File: src/sv/sne_pkg.sv
`timescale 1ns / 1ps
// sne_pkg: shared types, codes and constants of the sobel edge stream
// no dependencies

package sne_pkg;

	// field widths
	localparam int CFG_W    = 11;
	localparam int GRAY_W   = 8;
	localparam int CHAN_W   = 8;
	localparam int MAG_W    = 11;
	localparam int DIR_W    = 2;
	localparam int STR_W    = 2;
	localparam int GRAD_W   = 12;
	localparam int ENERGY_W = 22;

	// default frame limits
	localparam int MAX_WIDTH_DEF  = 1024;
	localparam int MAX_HEIGHT_DEF = 1024;
	localparam int DIM_MIN        = 3;

	// register reset values
	localparam logic [CFG_W-1:0] IMAGE_WIDTH_RST  = 11'd640;
	localparam logic [CFG_W-1:0] IMAGE_HEIGHT_RST = 11'd480;
	localparam logic [CFG_W-1:0] LOW_THR_RST      = 11'd75;
	localparam logic [CFG_W-1:0] HIGH_THR_RST     = 11'd150;

	// register indexes
	localparam logic [1:0] REG_IMAGE_WIDTH  = 2'd0;
	localparam logic [1:0] REG_IMAGE_HEIGHT = 2'd1;
	localparam logic [1:0] REG_LOW_THR      = 2'd2;
	localparam logic [1:0] REG_HIGH_THR     = 2'd3;

	// item kinds
	localparam logic KIND_PIXEL = 1'b0;
	localparam logic KIND_DRAIN = 1'b1;

	// direction codes
	localparam logic [DIR_W-1:0] DIR_HORZ   = 2'd0;
	localparam logic [DIR_W-1:0] DIR_DIAG45 = 2'd1;
	localparam logic [DIR_W-1:0] DIR_VERT   = 2'd2;
	localparam logic [DIR_W-1:0] DIR_DIAG135 = 2'd3;

	// strength codes
	localparam logic [STR_W-1:0] STR_NONE   = 2'd0;
	localparam logic [STR_W-1:0] STR_WEAK   = 2'd1;
	localparam logic [STR_W-1:0] STR_STRONG = 2'd2;

	// gray = sum * 683 >> 11 equals sum / 3 for every sum up to 765
	localparam int GRAY_RECIP = 683;
	localparam int GRAY_SHIFT = 11;

	// q12 tangents of 22.5 and 67.5 degrees
	localparam int TAN_LO_Q12 = 1697;
	localparam int TAN_HI_Q12 = 9889;
	localparam int Q12_SHIFT  = 12;

	// square root unit
	localparam int ROOT_STEPS = 11;

	// 3x3 window taps in order nw, n, ne, w, e, sw, s, se
	localparam logic [2:0] TAP_LAST = 3'd7;
	localparam logic signed [2:0] SOBEL_X [0:7] = '{-3'sd1, 3'sd0, 3'sd1, -3'sd2,
		3'sd2, -3'sd1, 3'sd0, 3'sd1};
	localparam logic signed [2:0] SOBEL_Y [0:7] = '{-3'sd1, -3'sd2, -3'sd1, 3'sd0,
		3'sd0, 3'sd1, 3'sd2, 3'sd1};

	// sequencer states
	typedef enum logic [3:0] {
		ST_IDLE,
		ST_GSTART,
		ST_GRD,
		ST_GACC,
		ST_SQS,
		ST_SQ,
		ST_GWR,
		ST_ERC,
		ST_EC,
		ST_EN1,
		ST_EN2,
		ST_EOUT
	} sne_state_t;

endpackage

File: src/sv/sne_isqrt.sv
`timescale 1ns / 1ps
// sne_isqrt: iterative floor square root, one result bit per cycle
// depends on sne_pkg

module sne_isqrt
	import sne_pkg::*;
(
	input  logic                clk,
	input  logic                arst_n,
	input  logic                start,
	input  logic [ENERGY_W-1:0] energy,
	output logic                done,
	output logic [MAG_W-1:0]    root
);

	localparam int STEP_W = $clog2(ROOT_STEPS);

	logic [ENERGY_W-1:0] rem_q, root_q, bit_q, trial;
	logic [STEP_W-1:0]   step_q;
	logic                busy_q, done_q;

	assign trial = root_q + bit_q;

	// step control
	always_ff @(posedge clk or negedge arst_n) begin
		if (!arst_n) begin
			busy_q <= 1'b0;
			done_q <= 1'b0;
			step_q <= '0;
		end else begin
			done_q <= 1'b0;
			if (start) begin
				busy_q <= 1'b1;
				step_q <= '0;
			end else if (busy_q) begin
				if (step_q == STEP_W'(ROOT_STEPS - 1)) begin
					busy_q <= 1'b0;
					done_q <= 1'b1;
				end else begin
					step_q <= step_q + 1'b1;
				end
			end
		end
	end

	// remainder and root datapath
	always_ff @(posedge clk) begin
		if (start) begin
			rem_q  <= energy;
			root_q <= '0;
			bit_q  <= ENERGY_W'(1) << (ENERGY_W - 2);
		end else if (busy_q) begin
			if (rem_q >= trial) begin
				rem_q  <= rem_q - trial;
				root_q <= (root_q >> 1) + bit_q;
			end else begin
				root_q <= root_q >> 1;
			end
			bit_q <= bit_q >> 2;
		end
	end

	assign done = done_q;
	assign root = root_q[MAG_W-1:0];

endmodule

File: config.mk
export PLATFORM = sky130hd
export DESIGN_NAME = sne_isqrt
export DESIGN_NICKNAME = d
export VERILOG_FILES = /design/src/sv/sne_pkg.sv /design/src/sv/sne_isqrt.sv
export SDC_FILE = /design/constraint.sdc
export NUM_CORES = 1
export LEC_CHECK = 0
export ABC_AREA = 1
export BUFFER_PORTS_ARGS = -buffer_cell sky130_fd_sc_hd__clkbuf_2
export CORE_MARGIN = 8
export CORE_UTILIZATION = 40
export DETAILED_ROUTE_END_ITERATION = 16
export SKIP_CTS_REPAIR_TIMING = 1
export SLEW_MARGIN = 20
export SYNTH_ARGS = -nofsm -noshare
export SYNTH_HDL_FRONTEND = slang
export SYNTH_SLANG_ARGS = --single-unit
File: constraint.sdc
create_clock -name clk -period 10.4 [get_ports clk]
set_input_delay 1.56 -clock clk [delete_from_list [all_inputs] [get_ports clk]]
set_output_delay 1.56 -clock clk [all_outputs]
set_load 0.1 [all_outputs]
# After elaboration in Yosys (flattened, before gate mapping)
# Index checks and enable logic that the tools add are counted.
dict set report classes {
  n_lt_le_gt_ge 1
  n_reduce_logical 4
  n_shift 0
  n_bitwise 0
  muxes 13
  n_addsub 4
  n_eq_ne 2
  div_mod_pow 0
  mul 0
}
# operator n
set ops {}
lappend ops {{22-bit two-way mux} 4}
lappend ops {{21-bit by 21-bit adder with 22-bit output} 1}
lappend ops {{22-bit by 21-bit adder with 22-bit output} 1}
lappend ops {{22-bit greater-or-equal comparator} 1}
lappend ops {{22-bit subtractor} 1}
lappend ops {{4-bit two-way mux} 3}
lappend ops {{1-bit two-way mux} 6}
lappend ops {{4-bit by 1-bit adder with 4-bit output (second input constant)} 1}
lappend ops {{4-bit == test (second input constant)} 1}
lappend ops {{2-bit AND reduction} 2}
lappend ops {{2-bit nonzero test} 2}
lappend ops {{2-bit inequality test (second input constant)} 1}
dict set report word_totals {
  reg_bits 61
  memories 0
  rom_bits 0
  latchBits 0
  ramBits 0
}

# Longest topological paths before layout
dict set report depth {
  depth_word 5
  depth_mapped 21
  depth_no_buf 21
}

# Worst setup path before layout
# OpenSTA, ideal clock, no wires.
dict set report synth_path {
  kind {register to register}
  startpoint {register root_q[2]}
  endpoint {register rem_q[0], enable pin}
  setup_slack_ns 6.112
  stages_incl_launch_ff 16
  synth_period_minus_slack_ns 4.288
  arrival_time_ns 3.873
  n_path_buf 1
  path_cell_list {dfxtp_1 ha_1 nand2_1 o21bai_1 a21oi_1 o21ai_0 a21oi_1 xor2_1 ha_1 nand2_1 nor2_2 nand2_1 clkinv_1 nand2_4 buf_6 a31oi_1}
}
dict set report synth_between {
  elab_chain_len 4
}
# element line_no
set synth_rtl {}
lappend synth_rtl {{start, declared} sne_isqrt.sv:18} ;# logic [ENERGY_W-1:0] rem_q, root_q, bit_q, trial;
lappend synth_rtl {{start signal, assigned} sne_isqrt.sv:55} ;# root_q <= (root_q >> 1) + bit_q;
lappend synth_rtl {{start signal, assigned} sne_isqrt.sv:57} ;# root_q <= root_q >> 1;
lappend synth_rtl {{22-bit by 21-bit adder with 22-bit output} sne_isqrt.sv:22} ;# assign trial = root_q + bit_q;
lappend synth_rtl {{22-bit greater-or-equal comparator} sne_isqrt.sv:53} ;# if (rem_q >= trial) begin
lappend synth_rtl {{2-bit nonzero test (no line)} --}
lappend synth_rtl {{2-bit AND reduction (no line)} --}
lappend synth_rtl {{end signal, assigned} sne_isqrt.sv:49} ;# rem_q <= energy;
lappend synth_rtl {{end signal, assigned} sne_isqrt.sv:54} ;# rem_q <= rem_q - trial;
lappend synth_rtl {{end, declared} sne_isqrt.sv:18}
# Every way passes these cells.
# A chain may end at the register's enable or synchronous reset.

# Worst setup path after layout
dict set report layout_path {
  startpoint {register root_q[4]}
  endpoint {register rem_q[18], enable pin}
}
# Same word-level chain as after synthesis.

==> out/qor.yml <==
placement:
  placed_cells: 1106
  dp_slack_ns: 6.257
  routabilityCongestion: 0.9278
  hpwl_mm: 13.03
  portBuffers: 36
global_routing:
  grt_max_degree: 37
  grt_pass1_wl_mm: 26.59
  grt_overflow: 0
  antenna_found_initial: 0
  grt_pass1_vias: 5309
  grt_usage: 0.1778
setup_path:
  rr_endpoint: "rem_q[18]"
  worstSetupPathType: "reg2reg"
  reg2reg_slack_ns: 6.38
  reg2regPathDepth: 18
  end_kind: "register"
  arrival_ns: 4.09
  rr_startpoint: "root_q[4]"
  required_ns: 10.47
  worstPathMaxFanout: 22
  start_kind: "register"
layout:
  drive_gt1_frac: 0.09488
  antenna_cells: 0
  area_growth_syn_to_layout_pct: 8.655
  layout.nets: 1007
  stdcell_count: 1122
pwr:
  switchingPower_uw: 1015
  vdd_ir_drop_max_mv: 0.1763
  p_comb_frac: 0.629
  switching_share: 0.5236
  clockPowerShare: 0.148
  p_seq_frac: 0.223
  fin_total_pwr_uw: 1939
  powerDensity_nw_per_um2: 301.0
  p_leak_uw: 0.003040
  p_int_uw: 923.5
sta:
  setup_ws_ns: 6.383
  slew_violations: 0
  fmax_ghz: 0.2490
  tightest_slew_ns: 1.055
  period_share: 0.3862
  tns_ns: 0
  timing.final.crit_period_ns: 4.017
  finalHoldViolCount: 0
  whs_ns: 0.4765
  slew_headroom: 0.2941
  finalSetupViolCount: 0
  rsz0062_at_grt: "false"
  fin_skew_ns: 0.007038
routing:
  ant_nets: 0
  drt_iter0_drc: 478
  first_pass_iters: 5
  wl_per_cell_um: 14.55
  drc: 0
  viasPerCell: 5.108
  wirelength_mm: 16.32
  vias: 5731
clock_tree:
  cts_made_buffers: 9
  clock_sinks: 61
  cts-root-buf: "clkbuf_16"
  clk_pin_slew_ns: 0.06
  clkLatencyLatePin_ns: 0.35
  cts_htree_levels: 3
  cts_tree: "yes"
  clockBufferDepth: 2
floorplan:
  die_y_um: 137.7
  rows: 44
  die_w_um: 137.7
  start_util: 0.4078
  ios: 37
  core_um2: 14530
  die_area_um2: 18970
synthesis:
  syn_nets: 988
  synth_most_common_cell: "nand2_1"
  muxShareOfSynthArea: 0
  yosysTopAreaCell: "nand2_1"
  yosys_warnings: 0
  synthAdderAreaFrac: 0.1047
  yosys_register_bits: 61
  netlist_area_um2: 5927
  synth_common_cells: "nand2_1 (281), inv_1 (117), nand3_1 (86)"
  synth_top_family_by_area: "simple AND/OR/NAND/NOR gates"
  syn_area_per_cell_um2: 6.485
  synth_compound_area_frac: 0.1136
  synth_top_area_share: 0.1780
  netlist_instances: 914
  synth-edff-count: 22
  synth_xor_xnor_area_share: 0.04581
  synth_ff_type: "dfxtp_1"
  synth-simple-area-share: 0.3766
  yosysSeqAreaShare: 0.2483
  synthArstFlopShare: 0.09836
  synth_cell_type_count: 44
  synth_area_leaders: "nand2_1 (18%), dfxtp_1 (11%), edfxtp_1 (11%)"
flow_run:
  cap_violations: 0
hold_path:
  hold_end: "step_q[3]"
  hp-start: "step_q[3]"
  holdCritPathClass: "reg2reg"
  whs_path_depth: 1
run_status:
  status: "finished clean"
==> cells in the final DEF, fill, tap and decap left out, types with 3 or more instances in the layout <==
cell,netlist,layout
nor3_1,15,15
clkbuf_16,0,9
nand2_2,7,7
dfxtp_1,33,33
nor2_1,64,64
and2_1,4,4
nand3_1,86,86
nand3b_1,4,4
xnor2_1,12,12
nand4_1,14,14
nand2_1,281,281
inv_1,117,117
clkbuf_2,0,36
o21ai_0,42,42
o21bai_1,6,6
edfxtp_1,22,22
clkinv_1,3,3
o22ai_1,10,10
xor2_1,19,19
ha_1,48,48
dfrtp_1,6,6
o21ai_1,9,9
nor2_2,3,3
a21oi_1,46,46
nand3_2,10,10
or2_2,3,3
==> worst max-delay path by stage <==
stage          depth (start not counted)       from  slack (ns)         to
6_report                              18  root_q[4]        6.38  rem_q[18]
5_1_grt                               19  root_q[8]        5.96  rem_q[20]
4_1_cts                               18  root_q[4]        6.41  rem_q[17]
3_5_place_dp                           8      start        6.26  step_q[2]
3_3_place_gp                           8      start        6.37  step_q[2]
2_1_floorplan                         15  root_q[2]        6.11   rem_q[0]
==> per-layer routing <==
metal / share of wire / GRT usage / up-vias / wire length (µm)
li1: - / - / 3017 / -
met2: 0.44 / 0.2779 / 163 / 7194
met3: 0.057 / 0.03428 / 18 / 931
met5: 0 / 0 / - / 0
met1: 0.49 / 0.2422 / 2533 / 7971
met4: 0.014 / 0.05313 / 0 / 227
==> area by class of cell <==
class	count	area, µm²
Clock buffer	10	239.0
Clock inverter	6	46.29
Fill cell	1617	8094
Inverter	121	454.2
Multi-Input combinational cell	702	3804
Sequential cell	61	1471
Tap cell	184	230.2
Timing Repair Buffer	38	195.2
==> worst max-delay path, cell delays in order (launching register included) <==
cell     delay, ns
dfxtp_1       0.51
ha_1          0.33
inv_1         0.11
o21ai_0       0.10
o21ai_0       0.35
o22ai_1       0.21
nand2_1       0.11
nand2_1       0.06
xnor2_1       0.13
ha_1          0.35
nand2_2       0.10
inv_1         0.04
nand2_1       0.11
nand2_2       0.08
a21oi_1       0.12
nand2_1       0.09
nor2_4        0.47
a31oi_2       0.15
buf_4         0.28
==> power by group through the flow <==
stage               sequential, µW  clock (µW)  combinational [µW]
finish                         433         287                1220
global route                   444         302                1380
CTS                            434         293                1220
detailed placement             437           0                1210
global placement               439           0                1210
floorplan                      400           0                1020
==> registers in the layout, indices dropped and copies added, names as in the netlist <==
register  cells
rem_q        22
done          1
step_q        4
busy_q        1
root_q       22
bit_q        11
==> through the flow <==
stage | util | area [µm²]
after floorplan | - | 5927
final | 0.4431 | 6440
after global placement | 0.4235 | 6155
after CTS | 0.4431 | 6440
after detailed placement | 0.4235 | 6155
after global routing | 0.4431 | 6440
==> cell families after synthesis <==
kind of cell | count (synthesis)
fa+ha+maj | 49
compound gates | 123
simple gates | 499
buf+inv | 151
flops | 61
xor+xnor | 31
No activity file was read; power rests on OpenSTA's default activity.
